[src/rtl/hsa_pkg.sv]
package hsa_pkg;

  // Default number of slots in the table.
  localparam int unsigned SlotsDefault = 256;

  // Fixed widths of the transaction fields.
  localparam int unsigned SlotW    = 8;
  localparam int unsigned CountW   = 8;
  localparam int unsigned MarkOutW = 9;

  // Smallest occupancy row, as a power of two.
  localparam int unsigned MinRowBits = 4;

  typedef enum logic {
    OpAlloc = 1'b0,
    OpFree  = 1'b1
  } hsa_op_e;

  typedef enum logic [1:0] {
    StatusDone    = 2'd0,
    StatusFull    = 2'd1,
    StatusInvalid = 2'd2
  } hsa_status_e;

  typedef struct packed {
    hsa_op_e           opcode;
    logic [SlotW-1:0]  slot;
  } hsa_in_t;

  typedef struct packed {
    logic [SlotW-1:0]    granted_slot;
    hsa_status_e         status;
    logic [CountW-1:0]   live_count;
    logic [MarkOutW-1:0] high_mark;
  } hsa_out_t;

endpackage

[src/rtl/handle_slot_allocator.sv]
// Handle slot allocator.
// Requests arrive as transactions on the input channel (in_valid_i, in_ready_o, in_i): an
// allocate takes a slot, a free returns one, and a free of slot 0 empties the whole table.
// Every request yields exactly one result transaction on the output channel (out_valid_o,
// out_ready_i, out_o) carrying the granted slot, a status code, the live count and the
// high-water mark after the request.
// The occupancy map sits in a synchronous RAM organised as rows of RowW flags, and each
// allocate or free that changes the map is a read, modify and write-back of one row. The
// block works on one request at a time. An allocate below the high-water mark and a free
// that is not the top slot pass through StAlloc or StFree and then StEmit to the result
// register; an invalid free above the mark or a free of everything goes straight to
// StEmit. Once the mark has reached SLOTS, an allocate walks the rows one per cycle from
// row 0 until it finds a free flag. Freeing the top slot walks downwards one row per cycle
// past empty rows. The next request is accepted in the cycle after the result register is
// loaded.
// With the default of 256 slots there are 16 rows of 16 flags.
// Reset empties the table at once through one valid flag per row held in flip-flops, so
// no clearing pass is needed; the mark returns to 1 and the count to 0.
// If the receiver stalls, a finished result waits in an internal stage until the result
// register is free, and no new request is accepted in the meantime.
module handle_slot_allocator import hsa_pkg::*; #(
  parameter int unsigned SLOTS = SlotsDefault
) (
  input  logic     clk_i,
  input  logic     rst_ni,
  input  logic     in_valid_i,
  output logic     in_ready_o,
  input  hsa_in_t  in_i,
  output logic     out_valid_o,
  input  logic     out_ready_i,
  output hsa_out_t out_o
);

  // Row geometry: rows grow for large tables so that there are never more than 256 rows.
  localparam int unsigned BitW = ($clog2(SLOTS) > MinRowBits + 8) ?
                                 ($clog2(SLOTS) - 8) : MinRowBits;
  localparam int unsigned RowW = 1 << BitW;
  localparam int unsigned Rows = (SLOTS + RowW - 1) / RowW;
  localparam int unsigned AW   = (Rows > 1) ? $clog2(Rows) : 1;
  localparam int unsigned SW   = AW + BitW;
  localparam int unsigned MW   = SW + 1;

  localparam logic [MW-1:0] SlotsM   = MW'(SLOTS);
  localparam logic [AW-1:0] LastRow  = AW'(Rows - 1);

  typedef enum logic [5:0] {
    StIdle  = 6'b000001,
    StAlloc = 6'b000010,
    StScan  = 6'b000100,
    StFree  = 6'b001000,
    StDrop  = 6'b010000,
    StEmit  = 6'b100000
  } hsa_state_e;

  hsa_state_e          state_q, state_d;
  logic [MW-1:0]       mark_q, mark_d;
  logic [CountW-1:0]   count_q, count_d;
  logic [SW-1:0]       slot_q, slot_d;
  logic [AW-1:0]       row_q, row_d;
  logic [Rows-1:0]     row_vld_q, row_vld_d;
  logic [SlotW-1:0]    gnt_q, gnt_d;
  hsa_status_e         sts_q, sts_d;
  hsa_out_t            out_q, out_d;
  logic                out_vld_q, out_vld_d;

  logic                ram_we;
  logic [AW-1:0]       ram_waddr;
  logic [RowW-1:0]     ram_wdata;
  logic [AW-1:0]       ram_raddr;
  logic [RowW-1:0]     ram_rdata;

  logic [AW-1:0]       cur_addr;
  logic [RowW-1:0]     cur_row;
  logic [RowW-1:0]     legal;
  logic [RowW-1:0]     free_vec;
  logic [RowW-1:0]     slot_bit;
  logic [RowW-1:0]     cleared_row;
  logic [RowW-1:0]     hi_vec;
  logic [BitW-1:0]     lo_idx, hi_idx;
  logic                lo_found, hi_found;
  logic [SW+SlotW-1:0] in_slot_ext;
  logic [SW-1:0]       in_slot;
  logic [SW+SlotW-1:0] gnt_ext;
  logic [SW-1:0]       pick;
  logic [MW+MarkOutW-1:0] mark_ext;
  logic                can_emit;

  hsa_ram #(
    .Width (RowW),
    .Depth (Rows)
  ) u_occ_ram (
    .clk_i     (clk_i),
    .wr_en_i   (ram_we),
    .wr_addr_i (ram_waddr),
    .wr_data_i (ram_wdata),
    .rd_addr_i (ram_raddr),
    .rd_data_o (ram_rdata)
  );

  // Row whose read data is in use this cycle; a row without its valid flag reads as empty.
  assign cur_addr = (state_q == StAlloc || state_q == StFree) ? slot_q[SW-1:BitW] : row_q;
  assign cur_row  = row_vld_q[cur_addr] ? ram_rdata : '0;

  // Slot 0 and slots at or above SLOTS are never candidates during a scan.
  always_comb begin
    logic [SW-1:0] idx;
    legal = '0;
    for (int b = 0; b < RowW; b++) begin
      idx      = {row_q, BitW'(b)};
      legal[b] = (idx != '0) && ({1'b0, idx} < SlotsM);
    end
  end

  assign free_vec    = ~cur_row & legal;
  assign slot_bit    = RowW'(1) << slot_q[BitW-1:0];
  assign cleared_row = cur_row & ~slot_bit;
  assign hi_vec      = (state_q == StFree) ? cleared_row : cur_row;

  // Lowest free flag in the row being scanned.
  always_comb begin
    lo_idx   = '0;
    lo_found = 1'b0;
    for (int b = RowW - 1; b >= 0; b--) begin
      if (free_vec[b]) begin
        lo_idx   = BitW'(b);
        lo_found = 1'b1;
      end
    end
  end

  // Highest live flag, used when the mark drops past trailing free slots.
  always_comb begin
    hi_idx   = '0;
    hi_found = 1'b0;
    for (int b = 0; b < RowW; b++) begin
      if (hi_vec[b]) begin
        hi_idx   = BitW'(b);
        hi_found = 1'b1;
      end
    end
  end

  assign in_slot_ext = {{SW{1'b0}}, in_i.slot};
  assign in_slot     = in_slot_ext[SW-1:0];
  assign pick        = (state_q == StScan) ? {row_q, lo_idx} : slot_q;
  assign gnt_ext     = {{SlotW{1'b0}}, pick};
  assign mark_ext    = {{MarkOutW{1'b0}}, mark_q};
  assign can_emit    = !out_vld_q || out_ready_i;

  assign in_ready_o  = (state_q == StIdle);
  assign out_valid_o = out_vld_q;
  assign out_o       = out_q;

  always_comb begin
    state_d   = state_q;
    mark_d    = mark_q;
    count_d   = count_q;
    slot_d    = slot_q;
    row_d     = row_q;
    row_vld_d = row_vld_q;
    gnt_d     = gnt_q;
    sts_d     = sts_q;
    out_d     = out_q;
    out_vld_d = out_vld_q;
    ram_we    = 1'b0;
    ram_waddr = cur_addr;
    ram_wdata = cur_row;
    ram_raddr = row_q;

    if (out_vld_q && out_ready_i) begin
      out_vld_d = 1'b0;
    end

    unique case (state_q)
      StIdle: begin
        if (in_valid_i) begin
          gnt_d = '0;
          sts_d = StatusDone;
          if (in_i.opcode == OpAlloc) begin
            if (mark_q < SlotsM) begin
              // Fast path: take the high-water mark.
              slot_d    = mark_q[SW-1:0];
              ram_raddr = mark_q[SW-1:BitW];
              mark_d    = mark_q + MW'(1);
              state_d   = StAlloc;
            end else begin
              row_d     = '0;
              ram_raddr = '0;
              state_d   = StScan;
            end
          end else if (in_i.slot == '0) begin
            // Free of everything: drop every row's valid flag at once.
            row_vld_d = '0;
            mark_d    = MW'(1);
            count_d   = '0;
            state_d   = StEmit;
          end else if ({{MW{1'b0}}, in_i.slot} < {{SlotW{1'b0}}, mark_q}) begin
            slot_d    = in_slot;
            ram_raddr = in_slot[SW-1:BitW];
            state_d   = StFree;
          end else begin
            sts_d   = StatusInvalid;
            state_d = StEmit;
          end
        end
      end

      StAlloc: begin
        ram_we              = 1'b1;
        ram_wdata           = cur_row | slot_bit;
        row_vld_d[cur_addr] = 1'b1;
        count_d             = count_q + CountW'(1);
        gnt_d               = gnt_ext[SlotW-1:0];
        state_d             = StEmit;
      end

      StScan: begin
        if (lo_found) begin
          ram_we              = 1'b1;
          ram_wdata           = cur_row | (RowW'(1) << lo_idx);
          row_vld_d[cur_addr] = 1'b1;
          count_d             = count_q + CountW'(1);
          gnt_d               = gnt_ext[SlotW-1:0];
          state_d             = StEmit;
        end else if (row_q == LastRow) begin
          sts_d   = StatusFull;
          state_d = StEmit;
        end else begin
          row_d     = row_q + AW'(1);
          ram_raddr = row_q + AW'(1);
        end
      end

      StFree: begin
        if ((cur_row & slot_bit) == '0) begin
          sts_d   = StatusInvalid;
          state_d = StEmit;
        end else begin
          ram_we    = 1'b1;
          ram_wdata = cleared_row;
          count_d   = count_q - CountW'(1);
          state_d   = StEmit;
          if ({1'b0, slot_q} + MW'(1) == mark_q) begin
            // The top slot went free: everything above it is free already, so the
            // new mark sits just past the highest live slot below.
            if (hi_found) begin
              mark_d = {1'b0, slot_q[SW-1:BitW], hi_idx} + MW'(1);
            end else if (slot_q[SW-1:BitW] == '0) begin
              mark_d = MW'(1);
            end else begin
              row_d     = slot_q[SW-1:BitW] - AW'(1);
              ram_raddr = slot_q[SW-1:BitW] - AW'(1);
              state_d   = StDrop;
            end
          end
        end
      end

      StDrop: begin
        if (hi_found) begin
          mark_d  = {1'b0, row_q, hi_idx} + MW'(1);
          state_d = StEmit;
        end else if (row_q == '0) begin
          mark_d  = MW'(1);
          state_d = StEmit;
        end else begin
          row_d     = row_q - AW'(1);
          ram_raddr = row_q - AW'(1);
        end
      end

      StEmit: begin
        if (can_emit) begin
          out_d.granted_slot = gnt_q;
          out_d.status       = sts_q;
          out_d.live_count   = count_q;
          out_d.high_mark    = mark_ext[MarkOutW-1:0];
          out_vld_d          = 1'b1;
          state_d            = StIdle;
        end
      end

      default: begin
        state_d = StIdle;
      end
    endcase
  end

  always_ff @(posedge clk_i or negedge rst_ni) begin
    if (!rst_ni) begin
      state_q   <= StIdle;
      mark_q    <= MW'(1);
      count_q   <= '0;
      row_vld_q <= '0;
      out_vld_q <= 1'b0;
    end else begin
      state_q   <= state_d;
      mark_q    <= mark_d;
      count_q   <= count_d;
      row_vld_q <= row_vld_d;
      out_vld_q <= out_vld_d;
    end
  end

  always_ff @(posedge clk_i) begin
    slot_q <= slot_d;
    row_q  <= row_d;
    gnt_q  <= gnt_d;
    sts_q  <= sts_d;
    out_q  <= out_d;
  end

endmodule

[src/rtl/hsa_ram.sv]
module hsa_ram #(
  parameter int unsigned Width = 16,
  parameter int unsigned Depth = 16
) (
  input  logic                                      clk_i,
  input  logic                                      wr_en_i,
  input  logic [((Depth > 1) ? $clog2(Depth) : 1)-1:0] wr_addr_i,
  input  logic [Width-1:0]                          wr_data_i,
  input  logic [((Depth > 1) ? $clog2(Depth) : 1)-1:0] rd_addr_i,
  output logic [Width-1:0]                          rd_data_o
);

  logic [Width-1:0] mem_q [Depth];
  logic [Width-1:0] rd_data_q;

  // Single write port and one registered read port; no reset on the array.
  always_ff @(posedge clk_i) begin
    if (wr_en_i) begin
      mem_q[wr_addr_i] <= wr_data_i;
    end
    rd_data_q <= mem_q[rd_addr_i];
  end

  assign rd_data_o = rd_data_q;

endmodule

[config.mk]
export PLATFORM = sky130hd
export DESIGN_NAME = handle_slot_allocator
export DESIGN_NICKNAME = d
export VERILOG_FILES = /design/src/rtl/hsa_pkg.sv /design/src/rtl/handle_slot_allocator.sv /design/src/rtl/hsa_ram.sv
export SDC_FILE = /design/constraint.sdc
export NUM_CORES = 1
export LEC_CHECK = 0
export ABC_AREA = 1
export BUFFER_PORTS_ARGS = -buffer_cell sky130_fd_sc_hd__buf_2
export CELL_PAD_IN_SITES_DETAIL_PLACEMENT = 1
export CELL_PAD_IN_SITES_GLOBAL_PLACEMENT = 1
export CORE_MARGIN = 2
export CORE_UTILIZATION = 35
export CTS_CLUSTER_SIZE = 16
export DETAILED_ROUTE_END_ITERATION = 16
export GPL_TIMING_DRIVEN = 1
export HOLD_SLACK_MARGIN = 0.02
export PLACE_DENSITY = 0.64
export SLEW_MARGIN = 20
export SYNTH_ARGS = -nofsm -noshare
export SYNTH_HDL_FRONTEND = slang
export SYNTH_SLANG_ARGS = --single-unit
[constraint.sdc]
create_clock -name clk_i -period 6.9 [get_ports clk_i]
set_input_delay 0 -clock clk_i [delete_from_list [all_inputs] [get_ports clk_i]]
set_output_delay 0 -clock clk_i [all_outputs]
set_load 0.01 [all_outputs]
==> impl_metrics.csv <==
group,metric,value,unit
timing,relSlewSlack,24.4,%
critical_path,startpoint_type,"flip-flop",
cells_and_area,multiInputGateArea,6450,um^2
timing,setup_viol,0,
clock_network,clkSinkCount,361,
critical_path,ff2ff_setup_slack,0.86,ns
synthesis,ys_ff_latch,361,
timing,fin_crit_sh,87.5,%
global_route,first_global_vias,14900,
clock_network,cts_buffers,41,
critical_path,crit_top_cell,"nand2_1",
drt,ant_nets,0,
placement,port_buffers,41,
cells_and_area,drive_above_1_share,8.73,%
timing,timing.final.crit_period,6.04,ns
synthesis,syn_nets,2089,
timing,skew,0.0373,ns
critical_path,critPathKind,"reg -> reg",
min_path,hold_depth,3,
timing,tightestPinTransition,1.13,ns
clock_network,insertion_delay,0.60,ns
synthesis,ys_seq_area_share,56.7,%
global_route,grt_antenna_before_repair,0,
critical_path,r2r_cells,29,
critical_path,cpMaxStageDelayCell,"nand3_4",
critical_path,arrival,6.51,ns
synthesis,netlist_instances,2050,
floorplanning,pin_count,42,
critical_path,reg2reg_to,"u_occ_ram.rd_data_o[11]",
timing,finalHoldViolCount,0,
synthesis,synthArstFlopShare,11.1,%
synthesis,synth_edf_count,305,
flow_run,max_cap_viol_count,0,
global_route,grt_overflow_total,0,
global_route,grt_pass1_wl,89.7,mm
clock_network,root_buffer,"clkbuf_16",
placement,gp_congestion,0.883,
global_route,grt_usage,21.7,%
floorplanning,die_x,234,um
cells_and_area,final.fill_count,6072,
timing,fmax,166,MHz
synthesis,syn_area,18500,um^2
drt,first_iter_violations,1112,
critical_path,max_stage_delay,0.61,ns
drt,route.final.wire_length,59.4,mm
critical_path,required,7.37,ns
synthesis,avgSynthCellArea,9.02,um^2
critical_path,reg2reg_from,"state_q[2]",
floorplanning,fp.dieH,234,um
floorplanning,coreArea,52400,um^2
floorplanning,start_util,35.3,%
timing,setup_tns,0,ns
cells_and_area,diodes,0,
drt,vias,14800,
synthesis,ys_types,58,
drt,remaining_drc_errors,0,
timing,drv_slew,0,
cells_and_area,syn_to_final_growth,13.5,%
clock_network,ctsHtreeMaxLevel,2,
clock_network,cts_tree,"built",
drt,vias_per_cell,5.24,
cells_and_area,regArea,10500,um^2
min_path,hp-class,"in -> reg",
global_route,grt_max_degree,71,
outcome,outcome,"finished, final reports clean",
min_path,hold_path_end,"out_valid_o",
floorplanning,rows,84,
synthesis,yosys_most_used_dff,"edfxtp_1",
floorplanning,die_area,54700,um^2
min_path,hp-start,"out_ready_i",
clock_network,post_cts_buffers,0,
placement,dp_hpwl,37.6,mm
drt,routedWlPerCell,21.1,um
synthesis,yosys_warnings,0,
critical_path,crit_path_end_kind,"flip-flop",
clock_network,clockBufferDepth,3,
drt,firstDrtPassIters,5,
critical_path,cp_max_fo,69,
clock_network,cts.clk_slew.worst_paths,0.07,ns
timing,rsz0062_at_grt,"false",
cells_and_area,fin_nets,2136,
==> how the worst max path moves through the flow <==
| stage | cells after the start | slack (ns) | end | from |
|---|---|---|---|---|
| global placement | 29 | 1.18 | u_occ_ram.rd_data_o[11] | state_q[5] |
| finish | 29 | 0.86 | u_occ_ram.rd_data_o[11] | state_q[2] |
| CTS | 29 | 0.97 | u_occ_ram.rd_data_o[15] | state_q[1] |
| floorplan | 19 | 2.63 | u_occ_ram.mem_q[0][12] | state_q[1] |
| global route | 29 | 0.40 | u_occ_ram.rd_data_o[7] | state_q[2] |
| detailed placement | 29 | 0.98 | u_occ_ram.rd_data_o[11] | state_q[2] |
==> final cells by class <==
| cell class | count | share of cell area (%) |
|---|---|---|
| multi-input combinational | 1286 | 30.7 |
| inverter | 313 | 5.61 |
| clock buffer | 66 | 5.82 |
| tap | 688 | 4.10 |
| clock inverter | 10 | 0.626 |
| timing repair buffer | 94 | 3.19 |
| sequential | 361 | 49.9 |
==> cell families after synthesis <==
family | after synthesis | synth area share, %
simple gates | 1071 | 26.2
buf+inv | 403 | 8.83
flops | 361 | 56.7
compound gates | 169 | 5.57
fa+ha+maj | 26 | 1.80
xor+xnor | 20 | 0.947
==> per-layer routing <==
| layer | track usage [%] | wire [um] | up-vias |
|---|---|---|---|
| li1 | - | - | 6944 |
| met1 | 29.7 | 26700 | 7334 |
| met2 | 36.2 | 28400 | 400 |
| met3 | 3.40 | 3140 | 79 |
| met4 | 5.30 | 1190 | 0 |
| met5 | 0 | 0 | - |
==> placed cells by master (no fill, tap or decap), types with 7 or more instances in the layout <==
master         netlist  final
nand2_2             13     13
xor2_1              15     15
a21oi_1             38     38
inv_1              301    295
nor3_1              29     29
ha_1                25     25
o21ai_0             62     62
inv_2                7      9
clkbuf_1            34     17
nand3b_1            33     33
buf_2               40     40
nand2_1            473    471
clkinv_1             4      9
nand3_1            368    368
nand4_1             11     11
nor2_1             117    115
nor2_2               5      7
dfrtp_1             38     38
clkbuf_16            0     43
dfxtp_1             16     16
dlygate4sd3_1        0     21
o22ai_1             10     10
edfxtp_1           305    305
o211ai_1            11     11
buf_4               10     32
==> worst max-delay path: cells and delay by family (launching register included) <==
family	cells	cell delay, ns
AOI/OAI and AO/OA	2	0.28
buffers and inverters	3	0.73
DFF	1	0.39
and+or+nand+nor	24	4.36
==> sequential cells by signal, summed over array words and instances, names as in the netlist <==
signal and flops:
gnt_q 8, u_occ_ram.mem_q 256, out_valid_o 1, row_vld_q 16, sts_q 2, slot_q 8
state_q 6, count_q 8, row_q 4, u_occ_ram.rd_data_o 16, mark_q 9, out_o 27
==> synthesized netlist by cell type, drive strengths merged (16+ instances only) <==
cell    number  share of area [%]
nor2       126                2.8
a21oi       38                1.0
dfxtp       16                1.7
nand3b      33                1.3
edfxtp     305                 50
o21ai       70                2.0
inv        309                6.3
buf         56                1.8
dfrtp       38                5.1
ha          25                1.7
nand3      372                 10
nand2      490                 10
nor3        29               0.78
clkbuf      34               0.69
==> repair_timing <==
action,CTS,global route
resized for setup,0,0
hold buffers,20,1
hold endpoints to repair,60,16
==> stage by stage <==
step / setup slack, ns / utilization (%) / std cells / instance area, um^2 / hold WS (ns)
after floorplan: 2.63 / - / 2050 / 18500 / -0.296
after global placement: 1.18 / 37.0 / 2721 / 19400 / 0.212
after detailed placement: 0.979 / 37.0 / 2721 / 19400 / 0.222
after CTS: 0.973 / 40.0 / 2817 / 21000 / 0.147
after global routing: 0.403 / 40.0 / 2818 / 21000 / 0.216
final: 0.865 / 40.0 / 2818 / 21000 / 0.177
Power is not shown: default switching activity piles up to over one toggle a cycle in this logic, so the estimate is an artifact.
